File: src/rtl/icsd_pkg.sv
package icsd_pkg;

  // Audio bytes per output run
  localparam int unsigned CHUNK_BYTES = 32;
  localparam int unsigned FILL_W      = $clog2(CHUNK_BYTES + 1);

  localparam int unsigned AUDIO_W     = 20;
  localparam int unsigned META_W      = 12;
  localparam int unsigned HEX_W       = 32;
  localparam int unsigned CFG_W       = AUDIO_W;
  localparam int unsigned CFG_IDX_W   = 1;

  localparam logic [META_W-1:0] META_MAX_LEN = META_W'(1500);

  // Entries in the queue between front and back
  localparam int unsigned QUEUE_DEPTH = 2;
  localparam int unsigned QPTR_W      = (QUEUE_DEPTH > 1) ? $clog2(QUEUE_DEPTH) : 1;
  localparam int unsigned QCNT_W      = $clog2(QUEUE_DEPTH + 1);

  // Register indexes
  localparam logic [CFG_IDX_W-1:0] REG_META_INTERVAL  = CFG_IDX_W'(0);
  localparam logic [CFG_IDX_W-1:0] REG_CHUNKED_ENABLE = CFG_IDX_W'(1);

  // Result kinds
  localparam logic KIND_AUDIO = 1'b0;
  localparam logic KIND_META  = 1'b1;

  localparam logic [7:0] CHAR_CR   = 8'h0D;
  localparam logic [7:0] CHAR_LF   = 8'h0A;
  localparam logic [7:0] CHAR_ZERO = 8'h30;
  localparam logic [7:0] LOWER_A   = 8'h61;
  localparam logic [7:0] LOWER_Z   = 8'h7A;
  localparam logic [7:0] CASE_GAP  = 8'h20;
  localparam logic [7:0] ALPHA_GAP = 8'd7;

  typedef struct packed {
    logic [7:0] data;
    logic       flush;
  } ent_t;

  typedef struct packed {
    logic       kind;
    logic [7:0] value;
    logic       run_end;
    logic       too_long;
  } res_t;

  // Fold to upper case, strip '0', close the gap between '9' and 'A'
  function automatic logic [7:0] hex_digit(input logic [7:0] b);
    logic [7:0] d;
    d = b;
    if (d >= LOWER_A && d <= LOWER_Z) d = d - CASE_GAP;
    d = d - CHAR_ZERO;
    if (d > 8'd9) d = d - ALPHA_GAP;
    return d;
  endfunction

endpackage

File: src/rtl/icy_chunked_stream_demux.sv
// Channel   Direction  tdata            tuser                       tlast
// s_axis    in         byte_in[7:0]     flush                       -
// m_axis    out        value[7:0]       kind (bit 0), too_long (1)  run_end
// cfg       in         index 0: meta_interval[19:0], index 1: chunked_enable
//
// One byte per cycle is taken on s_axis while the queue has room; the back end
// retires one queued byte per cycle while the output register is free or drained,
// set by the single state update. Bytes pass the queue, then the output register.
// Chunk-size bytes and metadata length bytes are consumed without a result.
// Reset clears all control state at once; no clearing pass is needed.
// A stall on m_axis fills the two-entry queue, then drops s_axis_tready.
module icy_chunked_stream_demux (
  input  logic                               clk_i,
  input  logic                               rst_ni,
  // Input stream
  input  logic                               s_axis_tvalid,
  output logic                               s_axis_tready,
  input  logic [7:0]                         s_axis_tdata,  // byte_in
  input  logic                               s_axis_tuser,  // flush
  // Output stream
  output logic                               m_axis_tvalid,
  input  logic                               m_axis_tready,
  output logic [7:0]                         m_axis_tdata,  // value
  output logic [1:0]                         m_axis_tuser,  // kind, meta_too_long
  output logic                               m_axis_tlast,  // run_end
  // Configuration writes
  input  logic                               cfg_we_i,
  input  logic [icsd_pkg::CFG_IDX_W-1:0]     cfg_idx_i,
  input  logic [icsd_pkg::CFG_W-1:0]         cfg_wdata_i
);

  logic [icsd_pkg::AUDIO_W-1:0] meta_interval_q, meta_interval_d;
  logic                         chunked_en_q, chunked_en_d;
  logic                         reload;

  logic                         q_full;
  logic                         push;
  icsd_pkg::ent_t               push_ent;
  logic                         pop;
  logic                         q_valid;
  icsd_pkg::ent_t               q_head;
  icsd_pkg::res_t               res;

  // Register decode; writing the interval also restarts the audio count
  always_comb begin
    meta_interval_d = meta_interval_q;
    chunked_en_d    = chunked_en_q;
    reload          = 1'b0;
    if (cfg_we_i) begin
      unique case (cfg_idx_i)
        icsd_pkg::REG_META_INTERVAL: begin
          meta_interval_d = cfg_wdata_i[icsd_pkg::AUDIO_W-1:0];
          reload          = 1'b1;
        end
        icsd_pkg::REG_CHUNKED_ENABLE: begin
          chunked_en_d = cfg_wdata_i[0];
        end
        default: begin
        end
      endcase
    end
  end

  always_ff @(posedge clk_i or negedge rst_ni) begin
    if (!rst_ni) begin
      meta_interval_q <= '0;
      chunked_en_q    <= 1'b0;
    end else begin
      meta_interval_q <= meta_interval_d;
      chunked_en_q    <= chunked_en_d;
    end
  end

  // Front: strip HTTP chunk framing
  icsd_front u_front (
    .clk_i        (clk_i),
    .rst_ni       (rst_ni),
    .chunked_en_i (chunked_en_q),
    .in_valid_i   (s_axis_tvalid),
    .in_data_i    (s_axis_tdata),
    .in_flush_i   (s_axis_tuser),
    .in_ready_o   (s_axis_tready),
    .q_full_i     (q_full),
    .push_o       (push),
    .push_ent_o   (push_ent)
  );

  icsd_queue u_queue (
    .clk_i      (clk_i),
    .rst_ni     (rst_ni),
    .push_i     (push),
    .push_ent_i (push_ent),
    .full_o     (q_full),
    .pop_i      (pop),
    .valid_o    (q_valid),
    .head_o     (q_head)
  );

  // Back: split audio from metadata and mark run ends
  icsd_back u_back (
    .clk_i           (clk_i),
    .rst_ni          (rst_ni),
    .meta_interval_i (meta_interval_q),
    .reload_i        (reload),
    .reload_val_i    (cfg_wdata_i[icsd_pkg::AUDIO_W-1:0]),
    .q_valid_i       (q_valid),
    .q_head_i        (q_head),
    .pop_o           (pop),
    .out_valid_o     (m_axis_tvalid),
    .out_ready_i     (m_axis_tready),
    .out_res_o       (res)
  );

  assign m_axis_tdata = res.value;
  assign m_axis_tuser = {res.too_long, res.kind};
  assign m_axis_tlast = res.run_end;

endmodule

File: src/rtl/icsd_front.sv
module icsd_front (
  input  logic                             clk_i,
  input  logic                             rst_ni,
  input  logic                             chunked_en_i,
  input  logic                             in_valid_i,
  input  logic [7:0]                       in_data_i,
  input  logic                             in_flush_i,
  output logic                             in_ready_o,
  input  logic                             q_full_i,
  output logic                             push_o,
  output icsd_pkg::ent_t                   push_ent_o
);

  logic                            accept;
  logic                            decode;
  logic [icsd_pkg::HEX_W-1:0]      hex_q, hex_d;
  logic [icsd_pkg::HEX_W-1:0]      xfer_left_q, xfer_left_d;

  assign in_ready_o = !q_full_i;
  assign accept     = in_valid_i && !q_full_i;
  assign decode     = chunked_en_i && !in_flush_i;

  // Size bytes stay here; everything else goes to the queue
  assign push_o           = accept && (!decode || (xfer_left_q != '0));
  assign push_ent_o.data  = in_data_i;
  assign push_ent_o.flush = in_flush_i;

  always_comb begin
    hex_d       = hex_q;
    xfer_left_d = xfer_left_q;
    if (accept && decode) begin
      if (xfer_left_q == '0) begin
        if (in_data_i == icsd_pkg::CHAR_LF) begin
          xfer_left_d = hex_q;
          hex_d       = '0;
        end else if (in_data_i != icsd_pkg::CHAR_CR) begin
          hex_d = {hex_q[icsd_pkg::HEX_W-5:0], 4'h0}
                  + icsd_pkg::HEX_W'(icsd_pkg::hex_digit(in_data_i));
        end
      end else begin
        xfer_left_d = xfer_left_q - 1'b1;
      end
    end
  end

  always_ff @(posedge clk_i or negedge rst_ni) begin
    if (!rst_ni) begin
      hex_q       <= '0;
      xfer_left_q <= '0;
    end else begin
      hex_q       <= hex_d;
      xfer_left_q <= xfer_left_d;
    end
  end

endmodule

File: src/rtl/icsd_queue.sv
module icsd_queue (
  input  logic           clk_i,
  input  logic           rst_ni,
  input  logic           push_i,
  input  icsd_pkg::ent_t push_ent_i,
  output logic           full_o,
  input  logic           pop_i,
  output logic           valid_o,
  output icsd_pkg::ent_t head_o
);

  icsd_pkg::ent_t                mem_q [icsd_pkg::QUEUE_DEPTH];
  logic [icsd_pkg::QPTR_W-1:0]   wr_ptr_q, wr_ptr_d;
  logic [icsd_pkg::QPTR_W-1:0]   rd_ptr_q, rd_ptr_d;
  logic [icsd_pkg::QCNT_W-1:0]   cnt_q, cnt_d;
  logic                          do_push;
  logic                          do_pop;

  assign full_o  = (cnt_q == icsd_pkg::QCNT_W'(icsd_pkg::QUEUE_DEPTH));
  assign valid_o = (cnt_q != '0);
  assign head_o  = mem_q[rd_ptr_q];
  assign do_push = push_i && !full_o;
  assign do_pop  = pop_i && valid_o;

  always_comb begin
    wr_ptr_d = wr_ptr_q;
    rd_ptr_d = rd_ptr_q;
    cnt_d    = cnt_q;
    if (do_push) begin
      wr_ptr_d = (wr_ptr_q == icsd_pkg::QPTR_W'(icsd_pkg::QUEUE_DEPTH - 1)) ?
                 '0 : wr_ptr_q + 1'b1;
    end
    if (do_pop) begin
      rd_ptr_d = (rd_ptr_q == icsd_pkg::QPTR_W'(icsd_pkg::QUEUE_DEPTH - 1)) ?
                 '0 : rd_ptr_q + 1'b1;
    end
    if (do_push && !do_pop) cnt_d = cnt_q + 1'b1;
    else if (!do_push && do_pop) cnt_d = cnt_q - 1'b1;
  end

  always_ff @(posedge clk_i) begin
    if (do_push) mem_q[wr_ptr_q] <= push_ent_i;
  end

  always_ff @(posedge clk_i or negedge rst_ni) begin
    if (!rst_ni) begin
      wr_ptr_q <= '0;
      rd_ptr_q <= '0;
      cnt_q    <= '0;
    end else begin
      wr_ptr_q <= wr_ptr_d;
      rd_ptr_q <= rd_ptr_d;
      cnt_q    <= cnt_d;
    end
  end

endmodule

File: src/rtl/icsd_back.sv
module icsd_back (
  input  logic                              clk_i,
  input  logic                              rst_ni,
  input  logic [icsd_pkg::AUDIO_W-1:0]      meta_interval_i,
  input  logic                              reload_i,
  input  logic [icsd_pkg::AUDIO_W-1:0]      reload_val_i,
  input  logic                              q_valid_i,
  input  icsd_pkg::ent_t                    q_head_i,
  output logic                              pop_o,
  output logic                              out_valid_o,
  input  logic                              out_ready_i,
  output icsd_pkg::res_t                    out_res_o
);

  logic                               in_meta_q, in_meta_d;
  logic                               first_q, first_d;
  logic                               disabled_q, disabled_d;
  logic [icsd_pkg::AUDIO_W-1:0]       audio_left_q, audio_left_d;
  logic [icsd_pkg::META_W-1:0]        meta_left_q, meta_left_d;
  logic [icsd_pkg::META_W-1:0]        meta_len_q, meta_len_d;
  logic [icsd_pkg::FILL_W-1:0]        fill_q, fill_d;
  logic                               out_valid_q, out_valid_d;
  icsd_pkg::res_t                     res_q, res_d;

  logic [icsd_pkg::FILL_W-1:0]        fill_inc;
  logic [icsd_pkg::AUDIO_W-1:0]       audio_dec;
  logic                               run_end;
  logic                               emit;
  logic                               too_long;

  // Advance only when the output register is free or being drained
  assign pop_o       = q_valid_i && (!out_valid_q || out_ready_i);
  assign out_valid_o = out_valid_q;
  assign out_res_o   = res_q;

  assign fill_inc  = fill_q + 1'b1;
  assign audio_dec = audio_left_q - 1'b1;

  always_comb begin
    in_meta_d    = in_meta_q;
    first_d      = first_q;
    disabled_d   = disabled_q;
    audio_left_d = audio_left_q;
    meta_left_d  = meta_left_q;
    meta_len_d   = meta_len_q;
    fill_d       = fill_q;
    out_valid_d  = out_valid_q && !out_ready_i;
    res_d        = res_q;
    run_end      = 1'b0;
    emit         = 1'b0;
    too_long     = 1'b0;

    if (reload_i) audio_left_d = reload_val_i;

    if (pop_o) begin
      if (!in_meta_q) begin
        run_end = (fill_inc >= icsd_pkg::FILL_W'(icsd_pkg::CHUNK_BYTES)) || q_head_i.flush;
        fill_d  = run_end ? '0 : fill_inc;
        if ((meta_interval_i != '0) && !disabled_q) begin
          audio_left_d = audio_dec;
          if (audio_dec == '0) begin
            if (fill_d != '0) run_end = 1'b1;
            fill_d    = '0;
            in_meta_d = 1'b1;
            first_d   = 1'b1;
          end
        end
        out_valid_d    = 1'b1;
        res_d.kind     = icsd_pkg::KIND_AUDIO;
        res_d.value    = q_head_i.data;
        res_d.run_end  = run_end;
        res_d.too_long = 1'b0;
      end else begin
        if (first_q) begin
          // Length byte: block is sixteen bytes per count
          first_d     = 1'b0;
          meta_left_d = {q_head_i.data, 4'h0};
          meta_len_d  = '0;
        end else begin
          meta_left_d = meta_left_q - 1'b1;
          meta_len_d  = meta_len_q + 1'b1;
          emit        = 1'b1;
        end
        if (meta_left_d == '0) begin
          too_long     = (meta_len_d > icsd_pkg::META_MAX_LEN);
          disabled_d   = disabled_q || too_long;
          audio_left_d = disabled_d ? '0 : meta_interval_i;
          fill_d       = '0;
          in_meta_d    = 1'b0;
        end
        if (emit) begin
          out_valid_d    = 1'b1;
          res_d.kind     = icsd_pkg::KIND_META;
          res_d.value    = q_head_i.data;
          res_d.run_end  = (meta_left_d == '0);
          res_d.too_long = too_long;
        end
      end
    end
  end

  always_ff @(posedge clk_i or negedge rst_ni) begin
    if (!rst_ni) begin
      in_meta_q    <= 1'b0;
      first_q      <= 1'b0;
      disabled_q   <= 1'b0;
      audio_left_q <= '0;
      meta_left_q  <= '0;
      meta_len_q   <= '0;
      fill_q       <= '0;
      out_valid_q  <= 1'b0;
    end else begin
      in_meta_q    <= in_meta_d;
      first_q      <= first_d;
      disabled_q   <= disabled_d;
      audio_left_q <= audio_left_d;
      meta_left_q  <= meta_left_d;
      meta_len_q   <= meta_len_d;
      fill_q       <= fill_d;
      out_valid_q  <= out_valid_d;
    end
  end

  always_ff @(posedge clk_i) begin
    res_q <= res_d;
  end

endmodule

File: config.mk
export PLATFORM = sky130hd
export DESIGN_NAME = icy_chunked_stream_demux
export DESIGN_NICKNAME = d
export VERILOG_FILES = /design/src/rtl/icsd_pkg.sv /design/src/rtl/icy_chunked_stream_demux.sv /design/src/rtl/icsd_front.sv /design/src/rtl/icsd_queue.sv /design/src/rtl/icsd_back.sv
export SDC_FILE = /design/constraint.sdc
export NUM_CORES = 1
export LEC_CHECK = 0
export ABC_AREA = 1
export BUFFER_PORTS_ARGS = -buffer_cell sky130_fd_sc_hd__buf_2
export CAP_MARGIN = 0
export CORE_MARGIN = 2
export CORE_UTILIZATION = 30
export CTS_BUF_LIST = sky130_fd_sc_hd__clkbuf_8
export DETAILED_ROUTE_END_ITERATION = 10
export PLACE_DENSITY_LB_ADDON = 0.05
export SYNTH_ARGS = -nofsm -noshare
export SYNTH_HDL_FRONTEND = slang
export SYNTH_SLANG_ARGS = --single-unit
File: constraint.sdc
create_clock -name clk_i -period 2.7 [get_ports clk_i]
set_clock_uncertainty 0.1 [all_clocks]
set_input_delay 0.54 -clock clk_i [delete_from_list [all_inputs] [get_ports clk_i]]
set_output_delay 0.54 -clock clk_i [all_outputs]
set_load 0.01 [all_outputs]
==> results of run 1 <==
[synth_stat cells (all sizes together)]
library cell and number:
o221ai 1, nand2 453, o21bai 15, o21ai 148, a31oi 7, nand3b 2, clkinv 3, a22o 1
o31ai 1, ha 18, a21boi 1, nor4 5, nor3 20, buf 25, nor3b 2, nand3 121
xnor2 10, fa 1, a21oi 28, mux2i 1, edfxtp 29, dfrtp 143, clkbuf 22, o211ai 11
inv 181, nand4 21, nor2 165, xor2 45, or2 4, o22ai 20
[layout make-up]
cell class | instances | area share
Multi-Input combinational cell | 1101 | 0.437
Sequential cell | 172 | 0.333
Timing Repair Buffer | 166 | 0.102
Inverter | 184 | 0.0537
Tap cell | 461 | 0.0431
Clock buffer | 17 | 0.0175
Clock inverter | 15 | 0.0147
[timing repair]
item	in CTS	in global routing
pin swaps	33	44
setup buffers	13	21
setup endpoints to repair	27	76
gates resized for setup	40	70
hold buffers	1	0
endpoints found under the hold margin	53	0
[final timing paths]
check | endpoint | slack [ns] | cells past startpoint
worst max-delay path | u_front.hex_q[10] | -0.95 | 31
worst min-delay path | meta_interval_q[4] | 0.17 | 3
worst max register to register | u_queue.cnt_q[1] | 0.19 | 13
worst min register to register | u_queue.cnt_q[0] | 0.38 | 1
max in group asynchronous | u_back.meta_left_q[0] | 1.36 | 3
min in group asynchronous | u_back.meta_len_q[2] | 0.51 | 2
[tightest hold or removal path, delay by kind of cell]
family / cells / cell delay, ns
compound gates: 1 / 0.06
simple gates: 1 / 0.06
buf+inv: 1 / 0.08
[power groups by stage]
stage	clock network [mW]	logic, mW	registers (mW)
after floorplan	0	3.20	3.79
after global placement	0	4.47	3.89
after detailed placement	0	4.48	3.87
after CTS	2.16	4.53	3.83
after global routing	2.26	5.24	3.93
final	2.08	4.54	3.83
[sequential cells by signal (all words and copies together) (netlist names), 2 cells and up]
register,flops
u_back.audio_left_q,20
meta_interval_q,20
u_queue.mem_q,18
u_back.out_res_o,11
u_queue.cnt_q,2
u_back.meta_left_q,12
u_front.hex_q,32
u_back.fill_q,6
u_back.meta_len_q,12
u_front.xfer_left_q,32
[metrics by stage]
stage          power [mW]  cells  setup WS (ns)
6_report             10.4   2116         -0.948
5_1_grt              11.4   2116          -1.18
4_1_cts              10.5   2103         -0.823
3_5_place_dp         8.35   2057          -1.54
3_3_place_gp         8.36   2057          -1.50
2_1_floorplan        6.99   1504          -1.17
[per-layer routing]
metal	wire (um)	track usage	part of all wire
met5	0	0	0
met4	226	0.0351	0.0072
met3	619	0.0277	0.020
met2	15000	0.288	0.48
met1	15500	0.232	0.49
[cell families (layout without fill, tap and decap cells)]
group           count (synthesis)  count (layout)  share of synthesized area
simple gates                  793             793                      0.313
compound gates                233             233                      0.120
buf+inv                       231             382                     0.0879
flops                         172             172                      0.411
xor+xnor                       55              55                     0.0445
fa+ha+maj                      19              19                     0.0227
mux                             1               1                   0.000925
==> impl_metrics.json, run 1 <==
{
  "drv_slew": 0,
  "yosysWarnings": 0,
  "r2r_start": "u_front.xfer_left_q[0]",
  "design.core.area_um2": 35600,
  "fillers": 3773,
  "hp-start": "cfg_wdata_i[4]",
  "status": "finished, violations left",
  "swShare": 0.428,
  "endpoint_kind": "register",
  "layout_commonest_cell": "nand2_1",
  "avgViaCountPerCell": 4.68,
  "finalHoldViolCount": 0,
  "p_clk_frac": 0.199,
  "drtIter0Drc": 368,
  "dr_total_vias": 9898,
  "combPwrFrac": 0.435,
  "critPathMaxFanout": 4,
  "vdd_ir_drop_max_uv": 325,
  "crit_path_start_kind": "input pin",
  "tightestPinTransition_ns": 0.684,
  "die_y_um": 194,
  "fin_crit_sh": 1.35,
  "antenna_left": 0,
  "yosys.area.top_type_share": 0.331,
  "dp.final_hpwl_um": 22700,
  "synth_cells": 1504,
  "p_leak_nw": 6.41,
  "htreeDepth": 4,
  "syn_nets": 1558,
  "setup-violations-final": 26,
  "slowest_stage": "fa_2",
  "dpl-instance-area_um2": 12300,
  "core.rowCount": 69,
  "required_ns": 2.96,
  "relSlewSlack": 0.541,
  "cp_top_family": "buffers and inverters",
  "p_sw_mw": 4.48,
  "cts-root-buf": "clkbuf_8",
  "finish.utilization": 0.376,
  "min_path_type": "in -> reg",
  "ys_seq_area_frac": 0.411,
  "cts_tree": "built",
  "port_buffers": 47,
  "rsz0062_at_grt": "true",
  "final_nets": 1696,
  "track_usage": 0.171,
  "synth_area_leaders": "dfrtp_1, nand2_1, edfxtp_1, o21ai_0, inv_1",
  "drcViolationCount": 0,
  "first_pass_iters": 6,
  "p_per_area_nw_per_um2": 781,
  "worst_hold_slack_ns": 0.168,
  "violations": "setup timing",
  "fin_ws_ns": -0.948,
  "io_pins": 48,
  "multi_input_area_um2": 5840,
  "post_route_cells_drive_above_1_share": 0.187,
  "p_int_mw": 5.97,
  "synth_area_leader_cell": "dfrtp_1",
  "arrival_ns": 3.90,
  "grt_max_degree": 59,
  "critPathBufInv": 12,
  "clkSinkCount": 172,
  "fin_crit_ns": 3.65,
  "overflow": 0,
  "synth.distinct_cells": 46,
  "final_cell_mix": "nand2_1, inv_1, dfrtp_1, nor2_1, o21ai_0",
  "clockBufferDepth": 2,
  "wirelength_um": 31300,
  "cap_violations": 0,
  "cts.clk_slew.worst_paths_ns": 0.12,
  "tns_ns": -17.39,
  "routedWlPerCell_um": 14.8,
  "area_growth_syn_to_layout_pct": 23.6,
  "antenna_found_initial": 0,
  "worstSetupPathType": "in -> reg",
  "avgSynthCellArea_um2": 7.20,
  "initial_core_util": 0.304,
  "cpPeakStageDelay_ns": 0.36,
  "fmax_ghz": 0.274,
  "startpoint": "s_axis_tdata[1]",
  "synth_seq_cells": 172,
  "grt_pass1_vias": 9949,
  "grt_pass1_wl_um": 52100,
  "antenna_cells": 0,
  "seqPwrFrac": 0.367,
  "syn-cell-area_um2": 10800,
  "gp_congestion": 0.791,
  "clk_latency_ns": 0.49,
  "die_area_um2": 37600,
  "finalInstanceArea_um2": 13400,
  "regArea_um2": 4450,
  "cts_buffers": 17,
  "fp.dieW_um": 194
}
No activity file was read; power rests on OpenSTA's default activity.
==> run 2, diff against run 1 <==
- PLACE_DENSITY: unset -> 0.51
- PLACE_DENSITY_LB_ADDON: 0.05 -> unset
==> run 2 against run 1 <==
  * Critical path type unchanged
  * The flow still finishes with violations (setup timing)
  * Sequential share of layout area increased by 0.24 points
  * Core utilization decreased by 0.27 points
  * Worst setup slack lost 0.0056 ns
  * Flip-flop and latch count unchanged
  * Wire length shrank 5.3%
  * Worst hold slack better by 0.015 ns
  * Critical endpoint is now u_front.hex_q[30]
  * Highest routed layer unchanged
  * Sequential power about the same
  * Global-route usage is 0.93 points lower
==> impl_metrics.json, run 2 (same netlist as run 1, synthesis figures left out) <==
{
  "endpoint_kind": "register",
  "finalHoldViolCount": 0,
  "antenna_found_initial": 0,
  "rr_endpoint": "u_front.hex_q[30]",
  "setup-violations-final": 26,
  "clockBufferDepth": 2,
  "drv_slew": 0,
  "overflow": 0,
  "final_cell_mix": "nand2_1, inv_1, dfrtp_1, nor2_1, o21ai_0",
  "worst_hold_slack_ns": 0.183,
  "drtIter0Drc": 536,
  "dpl-instance-area_um2": 12300,
  "violations": "setup timing",
  "startpoint": "s_axis_tdata[1]",
  "rr_worst_depth": 13,
  "wirelength_um": 29700,
  "dr_total_vias": 10000,
  "crit_top_cell": "nand2_2",
  "critPathMaxFanout": 5,
  "vdd_ir_drop_max_uv": 383,
  "antenna_left": 0,
  "cts-root-buf": "clkbuf_8",
  "initial_core_util": 0.304,
  "cap_violations": 0,
  "grt_pass1_wl_um": 50100,
  "min_path_type": "in -> reg",
  "clk_latency_ns": 0.49,
  "required_ns": 2.97,
  "rsz0062_at_grt": "true",
  "htreeDepth": 4,
  "die_area_um2": 37600,
  "fin_ws_ns": -0.954,
  "fp.dieW_um": 194,
  "io_pins": 48,
  "regArea_um2": 4450,
  "final_nets": 1689,
  "grt_max_degree": 55,
  "relSlewSlack": 0.569,
  "die_y_um": 194,
  "track_usage": 0.162,
  "avgViaCountPerCell": 4.75,
  "cts.clk_slew.worst_paths_ns": 0.10,
  "dp.final_hpwl_um": 21400,
  "multi_input_area_um2": 5870,
  "worstSetupPathType": "in -> reg",
  "cts_tree": "built",
  "post_route_cells_drive_above_1_share": 0.184,
  "reg_top3": "u_front.hex_q (32), u_front.xfer_left_q (32)",
  "crit_path_start_kind": "input pin",
  "r2r_start": "u_front.hex_q[0]",
  "gp_congestion": 0.810,
  "port_buffers": 47,
  "antenna_cells": 0,
  "clkSinkCount": 172,
  "core.rowCount": 69,
  "first_pass_iters": 5,
  "rrSetupSlack_ns": 0.20,
  "design.core.area_um2": 35600,
  "p_per_area_nw_per_um2": 775,
  "fin_crit_ns": 3.65,
  "fin_crit_sh": 1.35,
  "status": "finished, violations left",
  "area_growth_syn_to_layout_pct": 22.7,
  "finalInstanceArea_um2": 13300,
  "arrival_ns": 3.93,
  "cts_buffers": 17,
  "slowest_stage": "fa_2",
  "tightestPinTransition_ns": 0.642,
  "fmax_ghz": 0.274,
  "p_leak_nw": 6.37,
  "grt_pass1_vias": 9975,
  "drcViolationCount": 0,
  "cpPeakStageDelay_ns": 0.40,
  "finalPower_mw": 10.3,
  "routedWlPerCell_um": 14.1,
  "crit_path_end": "u_front.hex_q[30]",
  "layout_commonest_cell": "nand2_1",
  "fillers": 3803
}
-- run 2: timing repair --
item | in CTS | in global routing
hold buffers | 1 | 0
endpoints found under the setup margin | 41 | 65
setup buffers | 12 | 13
gates resized for setup | 52 | 48
endpoints found under the hold margin | 51 | 0
pin swaps | 28 | 40
-- run 2: cell type report --
| class | count | share of cell area |
|---|---|---|
| timing repair buffer | 159 | 0.0962 |
| tap | 461 | 0.0434 |
| sequential | 172 | 0.335 |
| multi-input combinational | 1101 | 0.442 |
| inverter | 184 | 0.0535 |
| clock buffer | 17 | 0.0176 |
| clock inverter | 15 | 0.0124 |
-- run 2: metal layers --
metal	vias up	routed length [um]	global-route usage
met2	144	14100	0.269
met5	-	0	0
li1	5115	-	-
met4	0	375	0.0396
met3	27	1020	0.0238
met1	4725	14200	0.221
-- run 2: how the worst min path moves through the flow --
stage | startpoint | end | slack [ns] | cells past startpoint
2_1_floorplan | rst_ni | chunked_en_q | 0.14 | 0
3_3_place_gp | u_queue.cnt_q[0] | u_queue.cnt_q[0] | 0.36 | 1
3_5_place_dp | u_queue.cnt_q[0] | u_queue.cnt_q[0] | 0.37 | 1
4_1_cts | s_axis_tuser | u_queue.mem_q[0][0] | 0.14 | 1
5_1_grt | s_axis_tuser | u_queue.mem_q[0][0] | 0.16 | 1
6_report | s_axis_tuser | u_queue.mem_q[0][0] | 0.18 | 1
-- run 2: power by group --
group / total [mW] / internal [mW] / leakage [nW] / switching, mW
Combinational: 4.54 / 1.65 / 4.18 / 2.89
Sequential: 3.83 / 3.33 / 2.00 / 0.492
Clock: 1.93 / 0.781 / 0.199 / 1.15
-- run 2: worst max-delay path: cells and delay by family --
kind,cells,cell delay (ns)
XOR/XNOR,1,0.15
AO/OA/AOI/OAI,4,0.66
adder cells (fa/ha/maj),4,0.87
buffers and inverters,10,0.67
AND/OR/NAND/NOR,12,1.02
-- run 2: through the flow --
| step | util | TNS (ns) | setup WS, ns | std cells |
|---|---|---|---|---|
| floorplan | - | -19.79 | -1.17 | 1504 |
| global placement | 0.345 | -31.07 | -1.48 | 2053 |
| detailed placement | 0.345 | -33.54 | -1.55 | 2053 |
| CTS | 0.364 | -14.14 | -0.762 | 2098 |
| global route | 0.373 | -22.88 | -1.15 | 2109 |
| finish | 0.373 | -17.70 | -0.954 | 2109 |
